$ cat config.mk
export PLATFORM = sky130hd
export DESIGN_NAME = fan_setpoint_encoder_controller
export DESIGN_NICKNAME = d
export VERILOG_FILES = /design/src/hdl/fsec_pkg.sv /design/src/hdl/fsec_ctrl.sv /design/src/hdl/fsec_duty.sv /design/src/hdl/fan_setpoint_encoder_controller.sv
export SDC_FILE = /design/constraint.sdc
export NUM_CORES = 1
export LEC_CHECK = 0
export BUFFER_PORTS_ARGS = -buffer_cell sky130_fd_sc_hd__clkbuf_2
export CORE_MARGIN = 5
export CORE_UTILIZATION = 60
export CTS_CLUSTER_DIAMETER = 150
export DETAILED_ROUTE_END_ITERATION = 12
export GPL_TIMING_DRIVEN = 0
export PLACE_DENSITY_LB_ADDON = 0.05
export RECOVER_POWER = 25
export REMOVE_ABC_BUFFERS = 1
export SLEW_MARGIN = 20
export SYNTH_ARGS = -nofsm -noshare
export SYNTH_HDL_FRONTEND = slang
export SYNTH_HIERARCHICAL = 1
export SYNTH_SLANG_ARGS = --single-unit
$ cat constraint.sdc
create_clock -name clk -period 12.45 [get_ports clk]
set_input_delay 1.8675 -clock clk [delete_from_list [all_inputs] [get_ports clk]]
set_output_delay 1.8675 -clock clk [all_outputs]
set_load 0.02 [all_outputs]
$ cat src/hdl/fsec_pkg.sv
`timescale 1ns / 1ps

package fsec_pkg;

  // Input command codes.
  localparam logic [1:0] CMD_ENC     = 2'd0;
  localparam logic [1:0] CMD_BUTTON  = 2'd1;
  localparam logic [1:0] CMD_RPM     = 2'd2;

  // Register map, indexed by cfg_paddr[2].
  localparam logic REG_LONG_PRESS = 1'b0;

  localparam logic [23:0] LONG_PRESS_RST = 24'd2000000;

  // Setpoint limits and step sizes.
  localparam logic [6:0] SP_START = 7'd15;
  localparam logic [6:0] SP_MAX   = 7'd100;
  localparam logic [3:0] STEP_1   = 4'd1;
  localparam logic [3:0] STEP_2   = 4'd2;
  localparam logic [3:0] STEP_5   = 4'd5;
  localparam logic [3:0] STEP_10  = 4'd10;

  localparam logic [11:0] RPM_PER_PCT = 12'd21;

  // Duty is floor(x * 4096 / 13125), held to 0..65535, in both modes; x =
  // 2100 * setpoint in open loop, 2121 * setpoint - measured in closed loop.
  localparam logic [18:0] OPEN_GAIN   = 19'd2100;
  localparam logic [18:0] CLOSED_GAIN = 19'd2121;
  localparam logic [19:0] X_FULL      = 20'd210000;
  localparam logic [29:0] DIV_D       = 30'd13125;
  localparam logic [30:0] RECIP       = 31'((64'd1 << 44) / 64'd13125);

  typedef struct packed {
    logic [6:0]  setpoint;
    logic [3:0]  step;
    logic        loop_on;
    logic [13:0] measured;
    logic        kick;
  } snap_t;

endpackage

$ cat src/hdl/fsec_ctrl.sv
`timescale 1ns / 1ps

module fsec_ctrl import fsec_pkg::*; (
  input  logic        clk,
  input  logic        rst_n,
  input  logic        en,
  input  logic        in_valid,
  input  logic [1:0]  in_cmd,
  input  logic        in_enc_a,
  input  logic        in_enc_b,
  input  logic [23:0] in_held_us,
  input  logic [13:0] in_rpm_in,
  input  logic [23:0] long_press_us,
  output logic        snap_valid,
  output snap_t       snap
);

  logic        v1_r;
  logic [1:0]  cmd_r;
  logic        a_r;
  logic        b_r;
  logic [23:0] held_r;
  logic [13:0] rpm_r;

  logic        last_a_r, last_a_nxt;
  logic [6:0]  sp_r, sp_nxt;
  logic        running_r, running_nxt;
  logic [3:0]  step_r, step_nxt;
  logic        loop_r, loop_nxt;
  logic [13:0] meas_r, meas_nxt;
  logic        kick_nxt;

  logic        sv_r;
  snap_t       snap_r;

  logic signed [8:0] c;

  always_ff @(posedge clk) begin
    if (!rst_n) begin
      v1_r <= 1'b0;
    end else if (en) begin
      v1_r <= in_valid;
    end
  end

  always_ff @(posedge clk) begin
    if (en) begin
      cmd_r  <= in_cmd;
      a_r    <= in_enc_a;
      b_r    <= in_enc_b;
      held_r <= in_held_us;
      rpm_r  <= in_rpm_in;
    end
  end

  always_comb begin
    last_a_nxt  = last_a_r;
    sp_nxt      = sp_r;
    running_nxt = running_r;
    step_nxt    = step_r;
    loop_nxt    = loop_r;
    meas_nxt    = meas_r;
    kick_nxt    = 1'b0;
    c           = $signed({2'b00, sp_r});
    case (cmd_r)
      CMD_ENC: begin
        if (a_r != last_a_r) begin
          if (b_r != a_r) begin
            c = $signed({2'b00, sp_r}) + $signed({5'b00000, step_r});
          end else begin
            c = $signed({2'b00, sp_r}) - $signed({5'b00000, step_r});
          end
          if (c > 9'sd0 && !running_r) begin
            c           = $signed({2'b00, SP_START});
            running_nxt = 1'b1;
            kick_nxt    = 1'b1;
          end else if (c < $signed({2'b00, SP_START}) && running_r) begin
            c           = 9'sd0;
            running_nxt = 1'b0;
          end
          if (c > $signed({2'b00, SP_MAX})) begin
            c = $signed({2'b00, SP_MAX});
          end
          if (c < 9'sd0) begin
            c = 9'sd0;
          end
          sp_nxt     = c[6:0];
          last_a_nxt = a_r;
        end
      end
      CMD_BUTTON: begin
        if (held_r > long_press_us) begin
          loop_nxt = ~loop_r;
        end else begin
          case (step_r)
            STEP_1:  step_nxt = STEP_2;
            STEP_2:  step_nxt = STEP_5;
            STEP_5:  step_nxt = STEP_10;
            default: step_nxt = STEP_1;
          endcase
        end
      end
      CMD_RPM: begin
        meas_nxt = rpm_r;
      end
      default: begin
      end
    endcase
  end

  always_ff @(posedge clk) begin
    if (!rst_n) begin
      last_a_r  <= 1'b0;
      sp_r      <= '0;
      running_r <= 1'b0;
      step_r    <= STEP_1;
      loop_r    <= 1'b0;
      meas_r    <= '0;
      sv_r      <= 1'b0;
    end else if (en) begin
      sv_r <= v1_r;
      if (v1_r) begin
        last_a_r  <= last_a_nxt;
        sp_r      <= sp_nxt;
        running_r <= running_nxt;
        step_r    <= step_nxt;
        loop_r    <= loop_nxt;
        meas_r    <= meas_nxt;
      end
    end
  end

  // The snapshot carries the state after this beat down the duty pipeline.
  always_ff @(posedge clk) begin
    if (en) begin
      snap_r.setpoint <= sp_nxt;
      snap_r.step     <= step_nxt;
      snap_r.loop_on  <= loop_nxt;
      snap_r.measured <= meas_nxt;
      snap_r.kick     <= kick_nxt;
    end
  end

  assign snap_valid = sv_r;
  assign snap       = snap_r;

endmodule

$ cat src/hdl/fsec_duty.sv
`timescale 1ns / 1ps

module fsec_duty import fsec_pkg::*; (
  input  logic        clk,
  input  logic        rst_n,
  input  logic        en,
  input  logic        snap_valid,
  input  snap_t       snap,
  output logic        res_valid,
  output snap_t       res_snap,
  output logic [11:0] res_target,
  output logic [15:0] res_duty
);

  // Stage 3: numerator x with zero and saturation flags.
  logic [18:0]        sp_open;
  logic [18:0]        sp_closed;
  logic signed [19:0] x;
  logic               v3_r;
  snap_t              s3_r;
  logic [17:0]        x3_r;
  logic               zero3_r;
  logic               sat3_r;
  logic [11:0]        tgt3_r;

  assign sp_open   = 19'(snap.setpoint) * OPEN_GAIN;
  assign sp_closed = 19'(snap.setpoint) * CLOSED_GAIN;
  assign x = snap.loop_on ? ($signed({1'b0, sp_closed}) - $signed({6'b0, snap.measured}))
                          : $signed({1'b0, sp_open});

  always_ff @(posedge clk) begin
    if (en) begin
      s3_r    <= snap;
      x3_r    <= x[17:0];
      zero3_r <= (x <= 20'sd0);
      sat3_r  <= (x >= $signed(X_FULL));
      tgt3_r  <= 12'(snap.setpoint) * RPM_PER_PCT;
    end
  end

  // Stage 4: quotient estimate by reciprocal, never above the true quotient
  // and at most one below it.
  logic [48:0] prod;
  logic        v4_r;
  snap_t       s4_r;
  logic [17:0] x4_r;
  logic        zero4_r;
  logic        sat4_r;
  logic [11:0] tgt4_r;
  logic [15:0] qe4_r;

  assign prod = 49'(x3_r) * 49'(RECIP);

  always_ff @(posedge clk) begin
    if (en) begin
      s4_r    <= s3_r;
      x4_r    <= x3_r;
      zero4_r <= zero3_r;
      sat4_r  <= sat3_r;
      tgt4_r  <= tgt3_r;
      qe4_r   <= prod[47:32];
    end
  end

  // Output stage: remainder check and final saturation.
  logic [29:0] rem;
  logic [15:0] q;
  logic        vo_r;
  snap_t       so_r;
  logic [11:0] tgto_r;
  logic [15:0] duty_r;

  assign rem = {x4_r, 12'b0} - 30'(qe4_r) * DIV_D;
  assign q   = qe4_r + 16'(rem >= DIV_D);

  always_ff @(posedge clk) begin
    if (en) begin
      so_r   <= s4_r;
      tgto_r <= tgt4_r;
      if (sat4_r) begin
        duty_r <= 16'hFFFF;
      end else if (zero4_r) begin
        duty_r <= '0;
      end else begin
        duty_r <= q;
      end
    end
  end

  always_ff @(posedge clk) begin
    if (!rst_n) begin
      v3_r <= 1'b0;
      v4_r <= 1'b0;
      vo_r <= 1'b0;
    end else if (en) begin
      v3_r <= snap_valid;
      v4_r <= v3_r;
      vo_r <= v4_r;
    end
  end

  assign res_valid  = vo_r;
  assign res_snap   = so_r;
  assign res_target = tgto_r;
  assign res_duty   = duty_r;

  a_rem_range: assert property (@(posedge clk) disable iff (!rst_n)
    v4_r && !sat4_r && !zero4_r |-> rem < (DIV_D << 1))
    else $error("duty quotient estimate off by more than one");

endmodule

$ cat src/hdl/fan_setpoint_encoder_controller.sv
`timescale 1ns / 1ps

// Fan setpoint controller fed by encoder samples, button releases and rpm
// updates. Each input beat (in_cmd selects its kind) yields exactly one
// result beat showing setpoint, step size, loop mode, target rpm, PWM duty
// and the lamps after that beat; out_kick marks the beat where the fan
// leaves rest.
// Throughput: one beat per cycle unless out_ready holds the pipeline; the
// whole pipeline (input register, state update, numerator, reciprocal
// multiply, remainder correction) advances together.
// When out_ready is low with a result waiting, the pipeline holds and
// in_ready drops; no beat is lost or repeated.
// The register long_press_us sits at byte address 0 of the APB port; write
// it only while no beat is in flight.
// Reset (rst_n low, synchronous) empties the pipeline, clears the setpoint,
// loop mode and measured rpm, sets the step to 1 and long_press_us to
// 2000000 microseconds.

module fan_setpoint_encoder_controller import fsec_pkg::*; (
  input  logic        clk,
  input  logic        rst_n,
  input  logic        in_valid,
  output logic        in_ready,
  input  logic [1:0]  in_cmd,
  input  logic        in_enc_a,
  input  logic        in_enc_b,
  input  logic [23:0] in_held_us,
  input  logic [13:0] in_rpm_in,
  output logic        out_valid,
  input  logic        out_ready,
  output logic [6:0]  out_setpoint_pct,
  output logic [3:0]  out_step_size,
  output logic        out_closed_loop,
  output logic [11:0] out_target_rpm,
  output logic [15:0] out_duty_q16,
  output logic        out_kick,
  output logic        out_run_led,
  output logic        out_mode_led_red,
  output logic        out_mode_led_green,
  input  logic        cfg_psel,
  input  logic        cfg_penable,
  input  logic        cfg_pwrite,
  input  logic [2:0]  cfg_paddr,
  input  logic [31:0] cfg_pwdata,
  output logic [31:0] cfg_prdata,
  output logic        cfg_pready
);

  logic [23:0] long_press_r;
  logic        en;
  logic        snap_valid;
  snap_t       snap;
  logic        res_valid;
  snap_t       res_snap;
  logic [11:0] res_target;
  logic [15:0] res_duty;

  assign cfg_pready = 1'b1;

  always_ff @(posedge clk) begin
    if (!rst_n) begin
      long_press_r <= LONG_PRESS_RST;
    end else if (cfg_psel && cfg_penable && cfg_pwrite && cfg_paddr[2] == REG_LONG_PRESS) begin
      long_press_r <= cfg_pwdata[23:0];
    end
  end

  assign cfg_prdata = (cfg_paddr[2] == REG_LONG_PRESS) ? {8'b0, long_press_r} : '0;

  assign en       = !res_valid || out_ready;
  assign in_ready = en;

  fsec_ctrl u_ctrl (
    .clk           (clk),
    .rst_n         (rst_n),
    .en            (en),
    .in_valid      (in_valid),
    .in_cmd        (in_cmd),
    .in_enc_a      (in_enc_a),
    .in_enc_b      (in_enc_b),
    .in_held_us    (in_held_us),
    .in_rpm_in     (in_rpm_in),
    .long_press_us (long_press_r),
    .snap_valid    (snap_valid),
    .snap          (snap)
  );

  fsec_duty u_duty (
    .clk        (clk),
    .rst_n      (rst_n),
    .en         (en),
    .snap_valid (snap_valid),
    .snap       (snap),
    .res_valid  (res_valid),
    .res_snap   (res_snap),
    .res_target (res_target),
    .res_duty   (res_duty)
  );

  assign out_valid          = res_valid;
  assign out_setpoint_pct   = res_snap.setpoint;
  assign out_step_size      = res_snap.step;
  assign out_closed_loop    = res_snap.loop_on;
  assign out_target_rpm     = res_target;
  assign out_duty_q16       = res_duty;
  assign out_kick           = res_snap.kick;
  assign out_run_led        = (res_snap.setpoint >= SP_START);
  assign out_mode_led_red   = res_snap.loop_on;
  assign out_mode_led_green = ~res_snap.loop_on;

  a_full_speed: assert property (@(posedge clk) disable iff (!rst_n)
    out_valid && !out_closed_loop && out_setpoint_pct == SP_MAX |-> out_duty_q16 == 16'hFFFF)
    else $error("open loop full speed does not saturate duty");

  a_kick_start: assert property (@(posedge clk) disable iff (!rst_n)
    out_valid && out_kick |-> out_setpoint_pct == SP_START)
    else $error("kick without start setpoint");

  a_sp_range: assert property (@(posedge clk) disable iff (!rst_n)
    out_valid |-> (out_setpoint_pct == 7'd0 ||
                   (out_setpoint_pct >= SP_START && out_setpoint_pct <= SP_MAX)))
    else $error("setpoint outside rest or run range");

  a_step_set: assert property (@(posedge clk) disable iff (!rst_n)
    out_valid |-> (out_step_size == STEP_1 || out_step_size == STEP_2 ||
                   out_step_size == STEP_5 || out_step_size == STEP_10))
    else $error("step size off its cycle");

endmodule

==> results by group <==
Worst setup path
  – Crit path DAT: 8590 ps
  – Crit path kind: flip-flop to flip-flop
  – R2R depth: 26
  – Worst path slowest cell: edfxtp_1
  – Setup crit start kind: flip-flop
  – Critical Path RT: 12800 ps
  – CP max FO: 9
  – Slowest stage delay, CP: approximately 580 ps
  – Worst Setup End Kind: flip-flop

Die
  – DIE WIDTH: roughly 230 um
  – Initial Util: about three fifths
  – Rows: 78
  – Die area: ~50000 um^2
  – Die H: between 200 and 250 um
  – Core area: between 40000 and 50000 um^2
  – Total I/O pin count: around 160

Global routing
  – Largest net degree at the start of global routing: 62
  – GRT Total Usage: between 20% and 30%
  – First-pass GRT wire length: approximately 100 mm
  – Antenna violations before repair: 0
  – Vias in the first global route: 19900
  – Global route overflow: 0

CTS
  – # H-tree levels: 1
  – Num CTS Buffers: 31
  – Hold Buf Count CTS: 0
  – Clk slew on worst S/H paths: 60 ps
  – TritonCTS clock tree: done
  – Setup bufs post-CTS: 0
  – Worst skew pair latency: about 590 ps
  – Root Buffer: clkbuf_16
  – Bufs on Longest Clock Path: 3
  – Resized Gates After CTS: 0
  – CTS Sinks: about 270

Detailed routing
  – Via count: 18700
  – Drt wl/cell: between 15 and 20 um
  – Antenna viol nets, final: 0
  – Routed Wire Length: between 60 and 70 mm
  – First-pass DRT Iterations: 5
  – Vias per inst: between 5 and 6
  – DRC: 0
  – Detailed Route Iter0 Violations: 1100

Cells and area
  – Final net count: 3616
  – Fin area: 30200 um^2
  – Number of diodes: 0
  – Proportion of layout cells with a drive suffix above 1: roughly 9%
  – Non-filler instance count after layout: between 3000 and 4000
  – Layout area overhead: 8.61%
  – Fill count: 3558

Timing
  – Peak Freq: about 120 MHz
  – Worst slew margin: between 10% and 20%
  – Final Max Tran Viols: 0
  – Post-route setup TNS: 0 ps
  – Minimum clock period: about 8200 ps
  – Final Hold Violating Endpoints: 0
  – Slew @ Worst Pin: approximately 1200 ps
  – Hold slack: just over 400 ps
  – Setup Viol. Count Final: 0
  – Fin crit share: approximately 66%
  – Worst Clk Skew: roughly 25 ps
  – RSZ-0062 raised after global routing: no

Worst hold path
  – Hold crit path type: flip-flop to flip-flop
  – Hold Path Stages: 0

Place
  – Placer Congestion: between 0.9 and 1
  – DPL Wire Length: around 52 mm
  – Placed Instance Area: slightly below 30000 um^2
  – Cells after DPL: about 3300
  – Port Buf Inserts: 143

Synth
  – Cells after synthesis: between 2000 and 3000
  – Synthesized cell area: 27800 um^2
  – Mean Syn Cell Area: around 11 um^2
  – Yosys Warn Count: 6

Run
  – Number of max-cap violations: 0

Run status
  – Status: finished, final reports clean
metal layers:
layer  routed length [um]  GRT usage [%]
met5                    0              0
met4                 1800           6.60
met3                 2920           3.67
met2                30700           43.9
met1                27100           33.7
worst paths after layout:
path | slack [ps] | start | endpoint
hold / removal | 400 | u_duty/s3_r[20]$_DFFE_PP_ | u_duty/s4_r[20]$_DFFE_PP_
setup reg to reg | 4200 | u_duty/qe4_r[0]$_DFFE_PP_ | u_duty/res_duty[15]$_SDFFCE_PP1P_
setup / recovery | 4200 | u_duty/qe4_r[0]$_DFFE_PP_ | u_duty/res_duty[15]$_SDFFCE_PP1P_
hold reg to reg | 400 | u_duty/s3_r[20]$_DFFE_PP_ | u_duty/s4_r[20]$_DFFE_PP_
final cells by class:
cell class                      count  area, um^2  share of cell area, %
Multi-Input combinational cell   1729       17900                   59.2
Sequential cell                   267        7450                   24.7
Inverter                          593        2230                   7.37
Timing Repair Buffer              149         833                   2.76
Clock buffer                       36         826                   2.73
Tap cell                          600         751                   2.49
Clock inverter                     22         254                  0.841
flip-flops by register name, summed over array words and instances, names as in the netlist, 2 cells and up:
name	cells
long_press_r	24
u_ctrl/cmd_r	2
u_ctrl/held_r	24
u_ctrl/meas_r	14
u_ctrl/rpm_r	14
u_ctrl/snap	27
u_ctrl/sp_r	7
u_ctrl/step_r	4
u_duty/qe4_r	16
u_duty/res_duty	16
u_duty/res_snap	13
u_duty/res_target	10
u_duty/s3_r	13
u_duty/s4_r	13
u_duty/tgt3_r	10
u_duty/tgt4_r	10
u_duty/x3_r	18
u_duty/x4_r	18
layout by cell type (no fill, tap or decap), types with 7 or more instances in the layout:
| master | n |
|---|---|
| o21ai_0 | 63 |
| and3_1 | 12 |
| fa_1 | 288 |
| edfxtp_1 | 210 |
| o21ai_1 | 7 |
| o211ai_1 | 15 |
| a31oi_1 | 10 |
| a21o_1 | 37 |
| clkbuf_1 | 13 |
| and2_1 | 7 |
| xor2_1 | 23 |
| nor2_1 | 96 |
| clkbuf_2 | 133 |
| nand3_1 | 39 |
| a21oi_1 | 96 |
| nand2b_1 | 8 |
| a211oi_1 | 19 |
| nand2_1 | 126 |
| ha_1 | 473 |
| or3_1 | 12 |
| o22ai_1 | 7 |
| nor3_1 | 18 |
| mux2_2 | 8 |
| o21a_1 | 15 |
| mux2_1 | 9 |
| mux2i_1 | 39 |
| xnor2_1 | 53 |
| nor2b_1 | 58 |
| nor3b_1 | 15 |
| conb_1 | 9 |
| o21bai_1 | 12 |
| clkinv_2 | 7 |
| nand4_1 | 17 |
| or2_2 | 11 |
| dfxtp_1 | 57 |
| inv_1 | 593 |
| clkbuf_16 | 32 |
metrics by stage:
stage | util (%) | setup slack [ps]
finish | 66.3 | 4200
global route | 66.3 | 3830
CTS | 66.3 | 4240
detailed placement | 63.9 | 4290
global placement | 63.6 | -1620
floorplan | - | 2040
worst max-delay path, delay by kind of cell (launching register included):
family / cells / cell delay, ps
xor gates and xnor gates: 1 / 110
adders and majority gates: 8 / 3520
buffers and inverters: 4 / 280
DFF: 1 / 580
AOI/OAI and AO/OA: 8 / 2290
and+or+nand+nor: 5 / 1230
Power is left out: the tool's default activity adds up to more than one toggle a clock period on the data nets, which glitch-free logic cannot reach.
